File: src/rtl/lts_pkg.sv
// ----------------------------------------------------------------------------
// lts_pkg
// Shared types and constants of the LRU tag store.
// ----------------------------------------------------------------------------
package lts_pkg;

   localparam int TAG_W = 32;                     // tag width
   localparam int CNT_W = 7;                      // capacity / occupancy width
   localparam logic [CNT_W-1:0] CAP_RESET = 7'd64;

   // per-cycle commands from the controller to every cell of the stack
   typedef struct packed {
      logic lookup;   // latch the compare result against the incoming tag
      logic shift;    // move the neighbor's tag in, if at or below the limit
   } cell_ctrl_type;

endpackage

File: src/rtl/lts_cell.sv
// ----------------------------------------------------------------------------
// lts_cell
// One entry of the recency stack: holds a tag, compares it, takes the
// neighbor's tag on a shift.
// ----------------------------------------------------------------------------
module lts_cell #(
   parameter int INDEX = 0,
   parameter int IDX_W = 6,
   parameter int CMP_W = 7
) (
   input  logic                       clock,
   input  lts_pkg::cell_ctrl_type     ctrl,
   input  logic [lts_pkg::TAG_W-1:0]  lookup_tag,
   input  logic [CMP_W-1:0]           count,
   input  logic [IDX_W-1:0]           limit,
   input  logic [lts_pkg::TAG_W-1:0]  prev_tag,
   output logic [lts_pkg::TAG_W-1:0]  tag,
   output logic                       match
);
   import lts_pkg::*;

   localparam logic [CMP_W-1:0] POS_CNT = CMP_W'(INDEX);
   localparam logic [IDX_W-1:0] POS_IDX = IDX_W'(INDEX);

   logic [TAG_W-1:0] tag_ff, tag_in;
   logic             match_ff, match_in;

   always_comb begin
      tag_in   = tag_ff;
      match_in = match_ff;
      if (ctrl.lookup) begin
         // entries at or beyond the fill level are never compared
         match_in = (POS_CNT < count) && (tag_ff == lookup_tag);
      end
      if (ctrl.shift && (POS_IDX <= limit)) begin
         tag_in = prev_tag;
      end
   end

   always_ff @(posedge clock) begin
      tag_ff   <= tag_in;
      match_ff <= match_in;
   end

   assign tag   = tag_ff;
   assign match = match_ff;

endmodule

File: src/rtl/lru_tag_store.sv
// ----------------------------------------------------------------------------
// lru_tag_store
// Fully associative tag store with least-recently-used replacement.
// ----------------------------------------------------------------------------
// Pulse start with a tag while busy is low; the transfer is taken on that
// edge. The result is registered in the decide state and shows on the rsp_
// ports for one cycle, marked by rsp_valid; busy drops as rsp_valid falls,
// and a new tag is taken only when busy is low, so each lookup finishes
// before the next begins. The three steps are compare in every cell (on the
// accepting edge), encode the hit position and pick the shift limit, then
// shift the row of cells. The receiver cannot stall; capture the result when
// rsp_valid is high. Capacity is written through the csr_ channel (always
// ready) and should only change while busy is low. Values of 0 act as 1;
// values above MAX_ENTRIES act as MAX_ENTRIES.
// ----------------------------------------------------------------------------
module lru_tag_store #(
   parameter int MAX_ENTRIES = 64
) (
   input  logic                       clock,
   input  logic                       reset,
   // lookup request
   input  logic                       start,
   output logic                       busy,
   input  logic [lts_pkg::TAG_W-1:0]  req_tag,
   // capacity register
   input  logic                       csr_valid,
   output logic                       csr_ready,
   input  logic [lts_pkg::CNT_W-1:0]  csr_capacity,
   // result
   output logic                       rsp_valid,
   output logic                       rsp_hit,
   output logic                       rsp_evicted,
   output logic [lts_pkg::TAG_W-1:0]  rsp_evicted_tag,
   output logic [lts_pkg::CNT_W-1:0]  rsp_occupancy
);
   import lts_pkg::*;

   localparam int IDX_W   = (MAX_ENTRIES > 1) ? $clog2(MAX_ENTRIES) : 1;
   localparam int CMP_W   = (IDX_W + 1 > CNT_W) ? IDX_W + 1 : CNT_W;
   localparam int CAP_MAX = (MAX_ENTRIES < 127) ? MAX_ENTRIES : 127;
   localparam logic [CNT_W-1:0] CAP_LIMIT = CNT_W'(CAP_MAX);

   typedef enum logic [1:0] {
      S_IDLE,
      S_DECIDE,
      S_SHIFT
   } state_type;

   state_type         state_ff;
   logic [TAG_W-1:0]  key_ff;
   logic [CNT_W-1:0]  cap_ff;
   logic [CNT_W-1:0]  count_ff;
   logic [IDX_W-1:0]  limit_ff;
   logic              rsp_valid_ff, rsp_hit_ff, rsp_evicted_ff;
   logic [TAG_W-1:0]  rsp_ev_tag_ff;

   cell_ctrl_type     ctrl;
   logic [TAG_W-1:0]  cell_tag [MAX_ENTRIES];
   logic [MAX_ENTRIES-1:0] cell_match;

   logic              accept;
   logic              hit;
   logic              full;
   logic [IDX_W-1:0]  hit_pos;
   logic [CNT_W-1:0]  eff_cap;
   logic [CMP_W-1:0]  count_ext, count_m1;
   logic [IDX_W-1:0]  lim_evict, lim_insert;
   logic [TAG_W-1:0]  lru_tag;

   assign accept      = start && (state_ff == S_IDLE);
   assign ctrl.lookup = accept;
   assign ctrl.shift  = (state_ff == S_SHIFT);

   // ---- row of cells; cell 0 takes the new tag, cell i takes cell i-1 ----
   for (genvar g = 0; g < MAX_ENTRIES; g++) begin : g_cell
      logic [TAG_W-1:0] prev;
      if (g == 0) begin : g_top
         assign prev = key_ff;
      end else begin : g_rest
         assign prev = cell_tag[g-1];
      end
      lts_cell #(
         .INDEX (g),
         .IDX_W (IDX_W),
         .CMP_W (CMP_W)
      ) u_cell (
         .clock      (clock),
         .ctrl       (ctrl),
         .lookup_tag (req_tag),
         .count      (count_ext),
         .limit      (limit_ff),
         .prev_tag   (prev),
         .tag        (cell_tag[g]),
         .match      (cell_match[g])
      );
   end

   // ---- hit position: tags are unique, so at most one match bit is set ----
   always_comb begin
      hit_pos = '0;
      for (int i = 0; i < MAX_ENTRIES; i++) begin
         if (cell_match[i]) begin
            hit_pos = hit_pos | IDX_W'(i);
         end
      end
   end

   assign hit = |cell_match;

   // capacity clamp: zero acts as one, saturate at the store size
   always_comb begin
      if (cap_ff == '0) begin
         eff_cap = CNT_W'(1);
      end else if (cap_ff > CAP_LIMIT) begin
         eff_cap = CAP_LIMIT;
      end else begin
         eff_cap = cap_ff;
      end
   end

   assign count_ext  = CMP_W'(count_ff);
   assign count_m1   = count_ext - CMP_W'(1);
   assign full       = (count_ff >= eff_cap);
   assign lim_evict  = count_m1[IDX_W-1:0];   // least recent slot
   assign lim_insert = count_ext[IDX_W-1:0];  // first free slot
   assign lru_tag    = cell_tag[lim_evict];

   // ---- controller: state and registered outputs ----
   always_ff @(posedge clock) begin
      if (reset) begin
         state_ff     <= S_IDLE;
         cap_ff       <= CAP_RESET;
         count_ff     <= '0;
         rsp_valid_ff <= 1'b0;
      end else begin
         if (csr_valid) begin
            cap_ff <= csr_capacity;
         end
         case (state_ff)
            S_IDLE: begin
               rsp_valid_ff <= 1'b0;
               if (start) begin
                  key_ff   <= req_tag;
                  state_ff <= S_DECIDE;
               end
            end
            S_DECIDE: begin
               rsp_hit_ff <= hit;
               if (hit) begin
                  limit_ff       <= hit_pos;
                  rsp_evicted_ff <= 1'b0;
                  rsp_ev_tag_ff  <= '0;
               end else if (full) begin
                  // drop the least recent entry, occupancy unchanged
                  limit_ff       <= lim_evict;
                  rsp_evicted_ff <= 1'b1;
                  rsp_ev_tag_ff  <= lru_tag;
               end else begin
                  limit_ff       <= lim_insert;
                  rsp_evicted_ff <= 1'b0;
                  rsp_ev_tag_ff  <= '0;
                  count_ff       <= count_ff + CNT_W'(1);
               end
               rsp_valid_ff <= 1'b1;
               state_ff     <= S_SHIFT;
            end
            S_SHIFT: begin
               rsp_valid_ff <= 1'b0;
               state_ff     <= S_IDLE;
            end
            default: begin
               rsp_valid_ff <= 1'b0;
               state_ff     <= S_IDLE;
            end
         endcase
      end
   end

   assign busy            = (state_ff != S_IDLE);
   assign csr_ready       = 1'b1;
   assign rsp_valid       = rsp_valid_ff;
   assign rsp_hit         = rsp_hit_ff;
   assign rsp_evicted     = rsp_evicted_ff;
   assign rsp_evicted_tag = rsp_ev_tag_ff;
   assign rsp_occupancy   = count_ff;

endmodule
File: config.mk
export PLATFORM = sky130hd
export DESIGN_NAME = lru_tag_store
export DESIGN_NICKNAME = d
export VERILOG_FILES = /design/src/rtl/lts_pkg.sv /design/src/rtl/lts_cell.sv /design/src/rtl/lru_tag_store.sv
export SDC_FILE = /design/constraint.sdc
export NUM_CORES = 2
export LEC_CHECK = 0
export ABC_CLOCK_PERIOD_IN_PS = 8550
export BUFFER_PORTS_ARGS = -buffer_cell sky130_fd_sc_hd__clkbuf_2
export CORE_ASPECT_RATIO = 1.75
export CORE_MARGIN = 3
export CORE_UTILIZATION = 45
export CTS_CLUSTER_SIZE = 16
export DETAILED_ROUTE_END_ITERATION = 8
export SLEW_MARGIN = 30
export SYNTH_ARGS = -nofsm -noshare
export SYNTH_HDL_FRONTEND = slang
export SYNTH_SLANG_ARGS = --single-unit
File: constraint.sdc
create_clock -name clock -period 8.55 [get_ports clock]
set_input_delay 0.855 -clock clock [delete_from_list [all_inputs] [get_ports clock]]
set_output_delay 0.855 -clock clock [all_outputs]
set_load 0.02 [all_outputs]
# Yosys cells after proc, flatten, opt, wreduce, memory -nomap -nowiden
# Index checks and enable logic that the tools add are counted.
# totals
input_bits	43
output_inout_bits	44
register_bits	2201
# op_classes
eq_ne	69
order_cmp	131
n_bitwise	2
mux	121
n_addsub	2
reduce_logical	140
# op_table
operator	n
equality test 32 bit	64
two-way mux 32 bit	16
two-way mux 6 bit	41
< comparator 6 x 7 -> 1 bit, first input constant	32
binary-select mux 32 bit (select 6 bit)	1
<= comparator 6 bit, first input constant	32
logical AND 1 bit	129
< comparator 5 x 7 -> 1 bit, first input constant	16
two-way mux 7 bit	14
<= comparator 5 x 6 -> 1 bit, first input constant	16
two-way mux 5 bit	16
OR reduction 64 bit	1
< comparator 4 x 7 -> 1 bit, first input constant	8
<= comparator 4 x 6 -> 1 bit, first input constant	8
two-way mux 4 bit	8
< comparator 3 x 7 -> 1 bit, first input constant	4
<= comparator 3 x 6 -> 1 bit, first input constant	4
< comparator 1 x 7 -> 1 bit, first input constant	2
< comparator 2 x 7 -> 1 bit, first input constant	2
two-way mux 1 bit	14
<= comparator 1 x 6 -> 1 bit, first input constant	2
<= comparator 2 x 6 -> 1 bit, first input constant	2
two-way mux 2 bit	6
two-way mux 3 bit	4
17 further kinds	23

# Logic depth before layout (Yosys ltp)
# logic_depth
ltp_word	68
depth_mapped	14
ltp_nobuf	10

# Least setup slack after synthesis
# OpenSTA, ideal clock, no wires.
# synth_timing
path_kind	register to register
start	register state_ff[0]
end	register g_cell[46].u_cell.tag_ff[0] (enable)
required_ns	8.080
path_stages_with_launch	7
setup_ns	0.470
path_buffers	1
period_less_slack_ns	6.310
path_slack_ns	2.240
t_arrival_ns	5.839
path_cell_list	dfxtp_1 -> nand2b_1 -> clkbuf_1 -> inv_1 -> nand2_1 -> a21oi_1 -> a21boi_0
# synth_via
elab_chain_cells	2
# synth_lines
item	line	source
start: declaration	lru_tag_store.sv:49	state_type state_ff;
start signal: assignment	lru_tag_store.sv:131	state_ff <= S_IDLE;
start signal: assignment	lru_tag_store.sv:144	state_ff <= S_DECIDE;
start signal: assignment	lru_tag_store.sv:165	state_ff <= S_SHIFT;
equality test 2 bit	lru_tag_store.sv:72	assign ctrl.shift = (state_ff == S_SHIFT);
logical AND 1 bit	lts_cell.sv:35	if (ctrl.shift && (POS_IDX <= limit)) begin
end signal: assignment	lts_cell.sv:41	tag_ff <= tag_in;
end: declaration	lts_cell.sv:25	logic [TAG_W-1:0] tag_ff, tag_in;
# No other way between the ends.
# A chain may end at the register's enable or synchronous reset.

# Worst setup path in the final report
# layout_timing
start	register count_ff[0], in the netlist rsp_occupancy[0]
end	register rsp_ev_tag_ff[24], in the netlist rsp_evicted_tag[24], data pin
# layout_via
elab_chain_cells	14
# layout_lines
item	line	source
start: declaration	lru_tag_store.sv:52	logic [CNT_W-1:0] count_ff;
start signal: assignment	lru_tag_store.sv:162	count_ff <= count_ff + CNT_W'(1);
subtractor 6 x 1 -> 6 bit	lru_tag_store.sv:122	assign count_m1 = count_ext - CMP_W'(1);
net count_m1[0]	lru_tag_store.sv:66	logic [CMP_W-1:0] count_ext, count_m1;
inverter 6 -> 7 bit (not written as such)	lru_tag_store.sv:126	assign lru_tag = cell_tag[lim_evict];
binary-select mux 32 bit (select 6 bit)	lru_tag_store.sv:126	
two-way mux 32 bit (not written as such) (2 in series)	lru_tag_store.sv:126	
two-way mux 32 bit	lru_tag_store.sv:153	end else if (full) begin
two-way mux 32 bit	lru_tag_store.sv:149	if (hit) begin
two-way mux 32 bit	lru_tag_store.sv:139	case (state_ff)
two-way mux 32 bit	lru_tag_store.sv:130	if (reset) begin
two-way mux 32 bit	lru_tag_store.sv:149	
two-way mux 32 bit	lru_tag_store.sv:139	
two-way mux 32 bit	lru_tag_store.sv:130	
two-way mux 32 bit	lru_tag_store.sv:139	
two-way mux 32 bit	lru_tag_store.sv:130	
end signal: assignment	lru_tag_store.sv:157	rsp_ev_tag_ff <= lru_tag;
end: declaration	lru_tag_store.sv:55	logic [TAG_W-1:0] rsp_ev_tag_ff;
# The timed path passes the listed nets, and every way through them passes these cells. The select of a mux whose other input is x is not followed.

==> flow_summary_export.csv <==
group,metric,value,unit
status,outcome,"completed",
pwr,seqPwrFrac,0.517,
pwr,combPwrFrac,0.067,
pwr,power,23.8,mW
sta,fmax,0.194,GHz
synthesis,syn_area_per_cell,15.0,sq um
drt,wl_met1,154000,um
synthesis,ys_seq_area_frac,0.612,
floorplanning,design.portCount,87,
floorplanning,row_count,236,
drt,highest_layer,"met5",
pwr,total_leakage_power,36.1,nW
synthesis,synth_ff_type,"edfxtp_1",
sta,tightestPinTransition,1.18,ns
sta,finClkSkew,0.0644,ns
pwr,power.switching,5.96,mW
global_route,grt_pass1_wl,689000,um
sta,min_period,5.15,ns
sta,rsz0062_at_grt,"false",
synthesis,yosysWarnings,0,
synthesis,synth_edf_count,2184,
sta,slew_viol_final,0,
drt,viasPerCell,6.86,
pwr,ir_drop,170,uV
drt,detail_route.wl_per_cell,49.6,um
floorplanning,start_util,0.454,
global_route,grt.total_usage,0.425,
final_layout,final_common_cell,"edfxtp_1",
floorplanning,die_area,245000,sq um
setup_path,worst-setup-path-type,"reg -> reg",
synthesis,netlist_area,108000,sq um
pwr,intPower,17.8,mW
synthesis,synthArstFlopShare,0,
drt,dr.pass1.iters,8,
final_layout,fin_util,0.507,
setup_path,cp-end-kind,"flop",
drt,vias,72350,
global_route,first_global_vias,71931,
final_layout,final_nets,7304,
flow_run,maxCapViolations,0,
global_route,grt_overflow,0,
placement,io_buffer_count,85,
cts,cts_root_buf,"clkbuf_16",
sta,tns,0,ns
min_path,hp-class,"in -> reg",
sta,setup_viol,0,
drt,drtIter0Drc,10082,
synthesis,syn_nets,7233,
cts,cts_tree,"yes",
drt,wl_met3,42400,um
global_route,grt_max_degree,125,
synthesis,synth_cells,7181,
setup_path,start_kind,"flop",
cts,clock-sinks,2201,
floorplanning,die_w,376,um
sta,period_share,0.603,
pwr,p_clk_frac,0.416,
cts,cts_hold_buffers,0,
drt,drt_wl_total,524000,um
synthesis,ys_ff_latch,2201,
drt,ant_nets,0,
sta,hold_violations,0,
cts,cts_made_buffers,216,
floorplanning,dieHeight,653,um
placement,dp_hpwl,386000,um
cts,postCtsSetupBuffers,0,
cts,clock_latency,0.97,ns
setup_path,worstPathRequired,9.31,ns
final_layout,final_area,120000,sq um
floorplanning,core_area,237000,sq um
setup_path,cp_max_fo,119,
global_route,grt_antenna_before_repair,41,
placement,dpl-instance-area,113000,sq um
placement,place.gp.congestion,1.06,
drt,met2_length,249000,um
final_layout,final_cell_mix,"2184 x edfxtp_1, 1538 x xor2_1, 544 x nand2_1, 515 x xnor2_1, 512 x mux4_2",
synthesis,synth.distinct_cells,55,
final_layout,drive_gt1_frac,0.168,
setup_path,arrival,5.91,ns
final_layout,syn_to_final_growth,11.6,%
cts,cts_resized,0,
cts,cts.path.max_buffers,4,
sta,slew_headroom,0.209,
pwr,p_sw_frac,0.251,
pwr,p_per_area,198,nW/um^2
cts,clkTransAtPathRegs,0.07,ns
drt,drc_errors,0,
cts,cts_max_level,4,
## cells in the mapped netlist, drive strengths merged, types with 2 or more instances
| master | number | share of area |
|---|---|---|
| or3 | 10 | 0.00058 |
| a21o | 7 | 0.00049 |
| nor2b | 7 | 0.00041 |
| buf | 224 | 0.0094 |
| nand3b | 2 | 0.00014 |
| a2111oi | 5 | 0.00041 |
| nand4 | 257 | 0.015 |
| nand4b | 2 | 0.00016 |
| o22ai | 32 | 0.0019 |
| nor2 | 66 | 0.0024 |
| a311oi | 2 | 0.00016 |
| and2 | 6 | 0.00035 |
| nand2b | 4 | 0.00023 |
| nand3 | 309 | 0.014 |
| a21oi | 60 | 0.0028 |
| o31ai | 3 | 0.00021 |
| o21bai | 2 | 0.00014 |
| xor2 | 1541 | 0.13 |
| ha | 9 | 0.0010 |
| or2 | 5 | 0.00029 |
| xnor2 | 517 | 0.042 |
| mux4 | 512 | 0.11 |
| nor3 | 83 | 0.0039 |
| or4 | 11 | 0.00081 |
| nand2 | 546 | 0.019 |
| inv | 16 | 0.00056 |
| and3 | 2 | 0.00012 |
| a31oi | 6 | 0.00035 |
| o21a | 2 | 0.00014 |
| a211oi | 5 | 0.00035 |
| edfxtp | 2184 | 0.61 |
| o21ai | 19 | 0.00088 |
| clkbuf | 243 | 0.0085 |
| mux2i | 8 | 0.00074 |
| dfxtp | 17 | 0.0032 |
| o2111ai | 25 | 0.0020 |
| nor4 | 425 | 0.025 |
## critical path: stages (launching register included)
cell     delay, ns
dfxtp_4       0.58
inv_1         0.46
ha_4          1.00
buf_12        0.62
mux4_2        0.38
nand2_1       0.13
nand3_1       0.55
nand4_1       0.65
o22ai_1       0.38
## layout make-up
| class | instances | area, sq um |
|---|---|---|
| Clock inverter | 137 | 1250 |
| Tap cell | 3094 | 3870 |
| Multi-Input combinational cell | 4497 | 40500 |
| Inverter | 16 | 60.1 |
| Sequential cell | 2201 | 65900 |
| Timing Repair Buffer | 320 | 2880 |
| Antenna cell | 27 | 67.6 |
| Clock buffer | 255 | 5630 |
| Fill cell | 20054 | 117000 |
## cells by family after synthesis
| family | count (synthesis) | synth area share |
|---|---|---|
| compound gates | 171 | 0.0100 |
| xor+xnor | 2058 | 0.167 |
| fa+ha+maj | 9 | 0.00105 |
| buf+inv | 483 | 0.0184 |
| flops | 2201 | 0.612 |
| mux | 521 | 0.108 |
| other cells | 1 | 0.0000348 |
| simple gates | 1737 | 0.0828 |
## registers in the layout, summed over array words and instances (netlist names)
register	cells
cap_ff	7
g_cell.prev	32
g_cell.u_cell.match	64
g_cell.u_cell.tag	2048
limit_ff	6
rsp_evicted	1
rsp_evicted_tag	32
rsp_hit	1
rsp_occupancy	7
rsp_valid	1
state_ff	2
## metrics by stage
| step | std cells | hold WS, ns | setup WS (ns) |
|---|---|---|---|
| floorplan | 7181 | 0.400 | 2.24 |
| global placement | 10113 | 0.400 | 3.72 |
| detailed placement | 10124 | 0.405 | 3.71 |
| CTS | 10516 | 0.132 | 3.71 |
| global route | 10524 | 0.174 | 3.23 |
| finish | 10547 | 0.131 | 3.40 |
## path summary, 6_finish.rpt
kind                                    startpoint                  endpoint  slack [ns]  cells past startpoint
worst min register to register  g_cell[0].prev[26]  g_cell[0].u_cell.tag[26]        0.40                      0
worst max register to register    rsp_occupancy[0]       rsp_evicted_tag[24]        3.40                      8
worst max-delay path              rsp_occupancy[0]       rsp_evicted_tag[24]        3.40                      8
worst min-delay path               csr_capacity[1]                 cap_ff[1]        0.13                      3
## routing by layer
layer | vias to the layer above | track usage
li1 | 27386 | -
met1 | 37188 | 0.424
met2 | 5659 | 0.691
met3 | 2105 | 0.0886
met4 | 12 | 0.492
met5 | - | 0.00159
## power by group through the flow
stage          combinational [mW]  sequential [mW]  clock [mW]
2_1_floorplan               0.856             12.4           0
3_3_place_gp                 1.53             12.5           0
3_5_place_dp                 1.54             12.5           0
4_1_cts                      1.54             12.3        9.87
5_1_grt                      1.60             12.3        10.2
6_report                     1.59             12.3        9.90
Power figures use the tool's default switching activity.
